==> src/rtl/sorted_priority_queue_assert.svh <==
// Assertion macros for the sorted priority queue RTL.
`ifndef SORTED_PRIORITY_QUEUE_ASSERT_SVH
`define SORTED_PRIORITY_QUEUE_ASSERT_SVH

// The consequent must hold in the same cycle as the antecedent.
`define SPQ_ASSERT_NOW(name, ante, cons, msg) \
  name: assert property (@(posedge clk) disable iff (rst) (ante) |-> (cons)) else $error(msg);

// The consequent must hold in the cycle after the antecedent.
`define SPQ_ASSERT_NEXT(name, ante, cons, msg) \
  name: assert property (@(posedge clk) disable iff (rst) (ante) |=> (cons)) else $error(msg);

`endif

==> src/rtl/spq_pkg.sv <==
// Types and constants of the sorted priority queue.
`default_nettype none
package spq_pkg;

  localparam int ValueWidth = 32;

  localparam logic OP_INSERT = 1'b0;
  localparam logic OP_DELETE = 1'b1;

  localparam logic [1:0] STATUS_DONE      = 2'd0;
  localparam logic [1:0] STATUS_OVERFLOW  = 2'd1;
  localparam logic [1:0] STATUS_EMPTY     = 2'd2;
  localparam logic [1:0] STATUS_NOT_FOUND = 2'd3;

  typedef enum logic [1:0] {
    ST_IDLE,
    ST_APPLY,
    ST_REPORT
  } state_t;

  typedef struct packed {
    logic                         valid;
    logic                         le;
    logic signed [ValueWidth-1:0] data;
  } cell_link_t;

  typedef struct packed {
    logic                         capture;
    logic                         ins;
    logic                         del;
    logic signed [ValueWidth-1:0] value;
  } cell_ctrl_t;

endpackage
`default_nettype wire

==> src/rtl/spq_cell.sv <==
// One storage cell of the queue: an entry, its valid bit and its compare flags.
`default_nettype none
module spq_cell
  import spq_pkg::*;
(
  input  wire logic       clk,
  input  wire logic       rst,
  input  wire cell_ctrl_t ctrl,
  input  wire cell_link_t left,
  input  wire cell_link_t right,
  output cell_link_t      link,
  output logic            eq
);

  logic signed [ValueWidth-1:0] data;
  logic signed [ValueWidth-1:0] data_next;
  logic                         valid;
  logic                         valid_next;
  logic                         le_q;
  logic                         eq_q;

  always_comb begin
    data_next  = data;
    valid_next = valid;
    if (ctrl.ins && le_q && left.valid) begin
      data_next  = left.le ? left.data : ctrl.value;
      valid_next = 1'b1;
    end else if (ctrl.del && valid && le_q) begin
      data_next  = right.data;
      valid_next = right.valid;
    end
  end

  always_ff @(posedge clk) begin
    if (rst) begin
      valid <= 1'b0;
    end else begin
      valid <= valid_next;
    end
    data <= data_next;
    if (ctrl.capture) begin
      le_q <= !valid || (ctrl.value >= data);
      eq_q <= valid && (ctrl.value == data);
    end
  end

  assign link = '{valid: valid, le: le_q, data: data};
  assign eq   = eq_q;

endmodule
`default_nettype wire

==> src/rtl/sorted_priority_queue.sv <==
// Top level of the sorted priority queue: control, cell chain and result register.
// Each operation passes through ST_IDLE, ST_APPLY and ST_REPORT. The edge that accepts the
// input word also registers every cell's compare flags against the new value; in ST_APPLY
// the cells at and behind the insert or delete point shift or load, and at the end of
// ST_REPORT the result register is loaded from the head cell and the fill counter, and the
// result word is offered. The next input word is accepted only back in ST_IDLE, once the
// result register is free or is being read, so a word is through before the next enters.
// Values are held in descending order; inserts go ahead of equal entries and deletes remove
// the frontmost equal entry. No clearing is needed after reset.
`default_nettype none
module sorted_priority_queue
  import spq_pkg::*;
#(
  parameter int DEPTH = 8
) (
  input  wire logic        clk,
  input  wire logic        rst,
  input  wire logic        s_tvalid,
  output logic             s_tready,
  input  wire logic [31:0] s_tdata,  // value[31:0]
  input  wire logic        s_tuser,  // op[0]
  output logic             m_tvalid,
  input  wire logic        m_tready,
  output logic [39:0]      m_tdata   // status[1:0], count[5:2], head_value[37:6],
                                     // head_valid[38], zero[39]
);

  `include "sorted_priority_queue_assert.svh"

  localparam int CW = $clog2(DEPTH + 1);

  state_t                       state;
  state_t                       state_next;
  logic                         op;
  logic signed [ValueWidth-1:0] value;
  logic [1:0]                   status;
  logic [1:0]                   status_next;
  logic [CW-1:0]                fill;
  logic [CW-1:0]                fill_next;
  logic [CW+3:0]                fill_ext;
  logic [39:0]                  result;

  cell_ctrl_t                   ctrl;
  cell_link_t                   links [DEPTH];
  logic [DEPTH-1:0]             eqs;
  logic                         found;
  logic                         full;
  logic                         empty;
  logic                         accept;

  assign s_tready = (state == ST_IDLE) && (!m_tvalid || m_tready);
  assign accept   = s_tvalid && s_tready;
  assign found    = |eqs;
  assign full     = links[DEPTH-1].valid;
  assign empty    = !links[0].valid;

  always_comb begin
    state_next   = state;
    status_next  = status;
    fill_next    = fill;
    ctrl.capture = 1'b0;
    ctrl.ins     = 1'b0;
    ctrl.del     = 1'b0;
    ctrl.value   = value;
    unique case (state)
      ST_IDLE: begin
        ctrl.value   = s_tdata;
        ctrl.capture = accept;
        if (accept) begin
          state_next = ST_APPLY;
        end
      end
      ST_APPLY: begin
        state_next = ST_REPORT;
        if (op == OP_INSERT) begin
          if (full) begin
            status_next = STATUS_OVERFLOW;
          end else begin
            status_next = STATUS_DONE;
            ctrl.ins    = 1'b1;
            fill_next   = fill + CW'(1);
          end
        end else begin
          if (empty) begin
            status_next = STATUS_EMPTY;
          end else if (!found) begin
            status_next = STATUS_NOT_FOUND;
          end else begin
            status_next = STATUS_DONE;
            ctrl.del    = 1'b1;
            fill_next   = fill - CW'(1);
          end
        end
      end
      ST_REPORT: begin
        state_next = ST_IDLE;
      end
      default: begin
        state_next = ST_IDLE;
      end
    endcase
  end

  for (genvar k = 0; k < DEPTH; k++) begin : g_cell
    cell_link_t left_in;
    cell_link_t right_in;
    if (k == 0) begin : g_first
      assign left_in = '{valid: 1'b1, le: 1'b0, data: '0};
    end else begin : g_left
      assign left_in = links[k-1];
    end
    if (k == DEPTH - 1) begin : g_last
      assign right_in = '{valid: 1'b0, le: 1'b0, data: '0};
    end else begin : g_right
      assign right_in = links[k+1];
    end
    spq_cell u_cell (
      .clk   (clk),
      .rst   (rst),
      .ctrl  (ctrl),
      .left  (left_in),
      .right (right_in),
      .link  (links[k]),
      .eq    (eqs[k])
    );
  end

  assign fill_ext = {4'b0, fill};

  always_ff @(posedge clk) begin
    if (rst) begin
      state    <= ST_IDLE;
      fill     <= '0;
      m_tvalid <= 1'b0;
    end else begin
      state <= state_next;
      fill  <= fill_next;
      if (state == ST_REPORT) begin
        m_tvalid <= 1'b1;
      end else if (m_tready) begin
        m_tvalid <= 1'b0;
      end
    end
    status <= status_next;
    if (accept) begin
      op    <= s_tuser;
      value <= s_tdata;
    end
    if (state == ST_REPORT) begin
      result <= {1'b0, links[0].valid,
                 links[0].valid ? links[0].data : {ValueWidth{1'b0}},
                 fill_ext[3:0], status};
    end
  end

  assign m_tdata = result;

  `SPQ_ASSERT_NOW(a_ready_only_idle, s_tready, state == ST_IDLE, "input ready outside idle")
  `SPQ_ASSERT_NEXT(a_result_src, !m_tvalid && state != ST_REPORT, !m_tvalid, "stray result")
  `SPQ_ASSERT_NOW(a_fill_bound, 1'b1, fill <= CW'(DEPTH), "fill count above depth")
  `SPQ_ASSERT_NOW(a_head_fill, 1'b1, links[0].valid == (fill != '0), "head valid vs fill")

endmodule
`default_nettype wire
==> config.mk <==
export PLATFORM = sky130hd
export DESIGN_NAME = sorted_priority_queue
export DESIGN_NICKNAME = d
export VERILOG_FILES = /design/src/rtl/spq_pkg.sv /design/src/rtl/spq_cell.sv /design/src/rtl/sorted_priority_queue.sv
export VERILOG_INCLUDE_DIRS = /design/src /design/src/rtl
export SDC_FILE = /design/constraint.sdc
export NUM_CORES = 1
export LEC_CHECK = 0
export BUFFER_PORTS_ARGS = -buffer_cell sky130_fd_sc_hd__buf_2
export CAP_MARGIN = 40
export CORE_UTILIZATION = 43
export CTS_BUF_LIST = sky130_fd_sc_hd__clkbuf_4
export DETAILED_ROUTE_END_ITERATION = 8
export GPL_TIMING_DRIVEN = 0
export PLACE_DENSITY_LB_ADDON = 0.3
export SLEW_MARGIN = 15
export SYNTH_ARGS = -nofsm -noshare
export SYNTH_HDL_FRONTEND = slang
export SYNTH_SLANG_ARGS = --single-unit
==> constraint.sdc <==
create_clock -name clk -period 8.2 [get_ports clk]
set_input_delay 0.82 -clock clk [delete_from_list [all_inputs] [get_ports clk]]
set_output_delay 0.82 -clock clk [all_outputs]
set_load 0.02 [all_outputs]
[After elaboration in Yosys (flattened, before gate mapping)]
Cells that the tools add are included.
Storage, ports and cells
  flip-flop bits (word level): 361
  output and inout bits: 42
Operators by class
  order comparisons: 8
  reduce and logical (&&, ||, !) cells: 71
  mux-type cells: 59
  $add $sub $neg: 2
  eq/ne operators: 14
Operator list (number)
  32-bit two-way mux: 24
  32-bit equality test: 8
  32-bit >= comparator: 8
  1-bit logical AND: 41
  1-bit two-way mux: 25
  2-bit nonzero test: 9
  4-bit two-way mux: 4
  2-bit two-way mux: 5
  1-bit logical NOT: 9
  1-bit logical OR: 9
  8-bit OR reduction: 1
  4-bit by 1-bit adder with 4-bit output, second input constant: 1
  2-bit by 1-bit inequality test with 1-bit output, second input constant: 2
  2-bit inequality test, second input constant: 2
  2-bit case mux with 2 select lines: 1
  4-bit AND reduction: 1
  4-bit by 1-bit subtractor with 4-bit output, second input constant: 1
  2-bit by 1-bit equality test with 1-bit output, second input constant: 1
  2-bit equality test, second input constant: 1
  2-bit logical NOT: 1

[Logic depth before layout (Yosys ltp)]
  depth after elaboration: 9
  mapped depth: 11
  depth with buffers taken out: 10

[Cells and area by module]
A second synthesis with hierarchy kept.
Second synthesis, totals
  cell total of the unflattened synthesis: 2328
  area total of the unflattened synthesis: 23822.8 sq um
Modules (own cells, without submodules)
  spq_cell: sequential area each 1041.0 sq um, cells an instance 266, times used 8, area an instance 2570.0 sq um
  sorted_priority_queue: sequential area each 2362.3 sq um, cells an instance 200, times used 1, area an instance 3263.1 sq um

[Least setup slack after synthesis]
Ideal clock, no wire load.
  path type: register to register
  from: register state[0]
  to: register g_cell[7].u_cell.data[0] (enable)
  data required time: 7.734 ns
  period minus slack after synthesis: 4.049 ns
  cell stages (with the launch flop): 6
  path buffers: 1
  arrival: 3.584 ns
  slack: 4.151 ns
  cells stage by stage: dfxtp_1 > nand2b_4 > a2111oi_4 > buf_2 > nand2_1 > o21ai_0
Between the ends
  cells in the longest elaborated chain, start to end: 5
  elaborated cells on any way between the ends: 7
  classes of those cells: eq/ne: 1; mux: 1; reduce/logical: 5
RTL lines
  start, declared: line sorted_priority_queue.sv:32  | state_t state;
  start signal, assigned: line sorted_priority_queue.sv:136  | state <= state_next;
  2-bit by 1-bit equality test with 1-bit output (*): line sorted_priority_queue.sv:65  | unique case (state)
  2-bit two-way mux (*): line sorted_priority_queue.sv:65
  1-bit logical AND (on tied branches) (2 in series): line spq_cell.sv:28, spq_cell.sv:25
  2-bit nonzero test (no source line) (*)
  end signal, assigned: line spq_cell.sv:40  | data <= data_next;
  end, declared: line spq_cell.sv:15  | logic signed [ValueWidth-1:0] data;
Every way passes the cells marked *; elsewhere a longest branch is shown, timed or not.
A chain may end at the register's enable or synchronous reset.

[Worst setup path after layout]
  from: register state[1]
  to: register g_cell[5].u_cell.le_q, data pin
Between the ends
  cells in the longest elaborated chain, start to end: 4
RTL lines
  2-bit logical NOT: line sorted_priority_queue.sv:65
  32-bit two-way mux: line sorted_priority_queue.sv:65
  32-bit >= comparator: line spq_cell.sv:42  | le_q <= !valid || (ctrl.value >= data);
  1-bit logical OR: line spq_cell.sv:42
  end signal, assigned: line spq_cell.sv:42
  end, declared: line spq_cell.sv:19  | logic le_q;
No other way between the ends.

==> flow_summary.json <==
{
  "status": "completed",
  "setup.worst_path.start_class": "register",
  "post_cts_buffers": 0,
  "synthFlopType": "edfxtp_1",
  "ys_seq_area_frac": 0.4693,
  "cts_buffers": 93,
  "layout-drive-gt1-share": 0.1061,
  "fp.dieW_um": 232.2,
  "drt-pass1-iter-count": 7,
  "met1_usage": 0.3426,
  "multiInputGateArea_mm2": 0.01057,
  "cts_tree": "built",
  "start_util": 0.4396,
  "wl_per_cell_um": 19.70,
  "postRouteAntennaNets": 0,
  "synthCells": 2503,
  "yosysWarnings": 0,
  "p_leak_uw": 0.01170,
  "p_per_area_mw_per_mm2": 161.8,
  "core_mm2": 0.05182,
  "use_met3": 0.04371,
  "tns_ns": 0,
  "period_share": 0.5627,
  "hold_slack_ns": 0.1456,
  "track_usage": 0.2540,
  "routed_wl_um": 68440,
  "numPortBuffers": 77,
  "maxSlewHeadroom": 0.3433,
  "setup_viol": 0,
  "syn_area_mm2": 0.02278,
  "grt_pass1_wl_um": 106200,
  "critPathKind": "reg -> reg",
  "grt-ovfl-total": 0,
  "globalRoute.busiestLayer": "met2",
  "async_reset_ff_frac": 0,
  "drc": 0,
  "syn_avg_cell_area_um2": 9.101,
  "num_rows": 83,
  "ir_drop_v": 0.0001110,
  "grt_max_degree": 40,
  "nets": 3014,
  "cts.sinks": 361,
  "synth_nets": 2799,
  "drt_iter0_drc": 1800,
  "place.gp.congestion": 0.9186,
  "fill_cells": 4921,
  "ios": 79,
  "vias": 19680,
  "syn_to_final_growth_pct": 12.82,
  "final_cell_mix": "a21oi_1 (366), nor2_1 (347), edfxtp_1 (346), inv_1 (298), ha_1 (258)",
  "cp_max_fo": 10,
  "chipHeight_um": 232.2,
  "fin_skew_ns": 0.05026,
  "synth-seq-cells": 361,
  "grt_pass1_vias": 19770,
  "worstSkewPairLatency_ns": 0.87,
  "cts_resized": 0,
  "cts_hold_buf": 0,
  "hold_violations": 0,
  "worstPathRequired_ns": 8.78,
  "htreeDepth": 3,
  "via_per_inst": 5.666,
  "slew_violations": 0,
  "synth_cell_types": 45,
  "place.detailed.hpwl_um": 54800,
  "post-route-min-period_ns": 4.614,
  "cp-end-kind": "register",
  "max_cap_violations": 0,
  "clkTransAtPathRegs_ns": 0.07,
  "clockBufferDepth": 3,
  "die-area_mm2": 0.05390,
  "fmax_ghz": 0.2167,
  "cp.arrival_ns": 5.19,
  "cts-root-buf": "clkbuf_4",
  "antenna_found_initial": 2,
  "rsz0062_at_grt": "no",
  "final_common_cell": "a21oi_1",
  "worst_pin_slew_ns": 0.9761,
  "regArea_mm2": 0.01069,
  "synth-edff-count": 346,
  "gr-usage-met2": 0.4085,
  "min-delay-path-class": "in -> reg"
}
## worst max-delay path, cell delays in order (launching register included)
cell      delay [ns]
dfxtp_1         0.35
nor2_4          0.33
buf_2           0.42
mux2i_2         0.77
inv_1           0.45
ha_1            0.43
nand4_1         0.16
nor4_1          0.66
a21boi_0        0.27
o31a_1          0.21
nor3_1          0.06
nand4b_1        0.21
## kinds of logic after synthesis
group                      after synthesis  share of synthesized area
AOI/OAI and AO/OA                      660                     0.1577
xor gates and xnor gates                 3                   0.001154
adders and majority gates              259                     0.1426
buffers and inverters                  410                    0.06827
DFF                                    361                     0.4693
muxes                                   32                    0.01406
other                                    1                  0.0001646
and+or+nand+nor                        777                     0.1468
## worst paths after layout
path,cells past startpoint,start,endpoint,slack [ns]
hold reg to reg,0,status[1],m_tdata[1],0.42
setup / recovery,11,state[1],g_cell[5].u_cell.le_q,3.59
setup reg to reg,11,state[1],g_cell[5].u_cell.le_q,3.59
hold / removal,1,s_tdata[28],value[28],0.15
## routing by layer
layer | part of all wire | routed length, um
met1 | 0.44 | 29900
met2 | 0.46 | 31700
met3 | 0.072 | 4936
met4 | 0.028 | 1905
met5 | 0 | 0
## sequential cells by signal, indices dropped and copies added, names as in the netlist
| signal | cells |
|---|---|
| g_cell.u_cell.data | 256 |
| m_tdata | 39 |
| value | 32 |
| g_cell.u_cell.eq | 8 |
| g_cell.u_cell.le_q | 8 |
| g_cell.u_cell.valid | 8 |
| fill | 4 |
| state | 2 |
| status | 2 |
| m_tvalid | 1 |
| op | 1 |
## power breakdown
group / internal, uW / total (uW) / switching [uW]
combinational: 180 / 511 / 332
sequential: 2030 / 2040 / 12.1
clock: 800 / 1610 / 806
## layout make-up
class                           count  area share
Sequential cell                   361      0.4160
Clock buffer                      138     0.04031
Antenna cell                        4   0.0003895
Timing Repair Buffer              120     0.03296
Tap cell                          680     0.03311
Buffer                            110     0.01670
Inverter                          300     0.04382
Multi-Input combinational cell   1732      0.4113
Clock inverter                     29    0.005453
## cells in the mapped netlist, types with 8 or more instances
cell	number	area (um2)
nand4_1	48	300.3
inv_1	299	1122
nor2b_1	17	106.4
nor4_1	18	112.6
a21oi_1	366	1832
nor2_1	347	1303
o21ai_0	210	1051
buf_1	8	30.03
clkbuf_1	91	341.6
a21boi_0	8	60.06
buf_2	10	50.05
ha_1	258	3228
nand2_1	250	938.4
o211ai_1	9	67.56
a21o_1	25	187.7
mux2i_1	32	320.3
dfxtp_1	15	300.3
a221o_1	16	160.2
edfxtp_1	346	10390
and4_1	8	70.07
nand3_1	60	300.3
## metrics by stage
stage	instance area (um2)	total power [uW]	util	worst slack (ns)	cells
5_1_grt	25700	4314	0.4959	3.315	3474
6_report	25700	4158	0.4959	3.586	3474
3_5_place_dp	24350	2579	0.4699	3.699	3294
2_1_floorplan	22780	2385	-	4.151	2503
3_3_place_gp	24020	2525	0.4634	2.807	3260
4_1_cts	25520	4165	0.4926	3.696	3461
(Power assumes the default switching activity.)
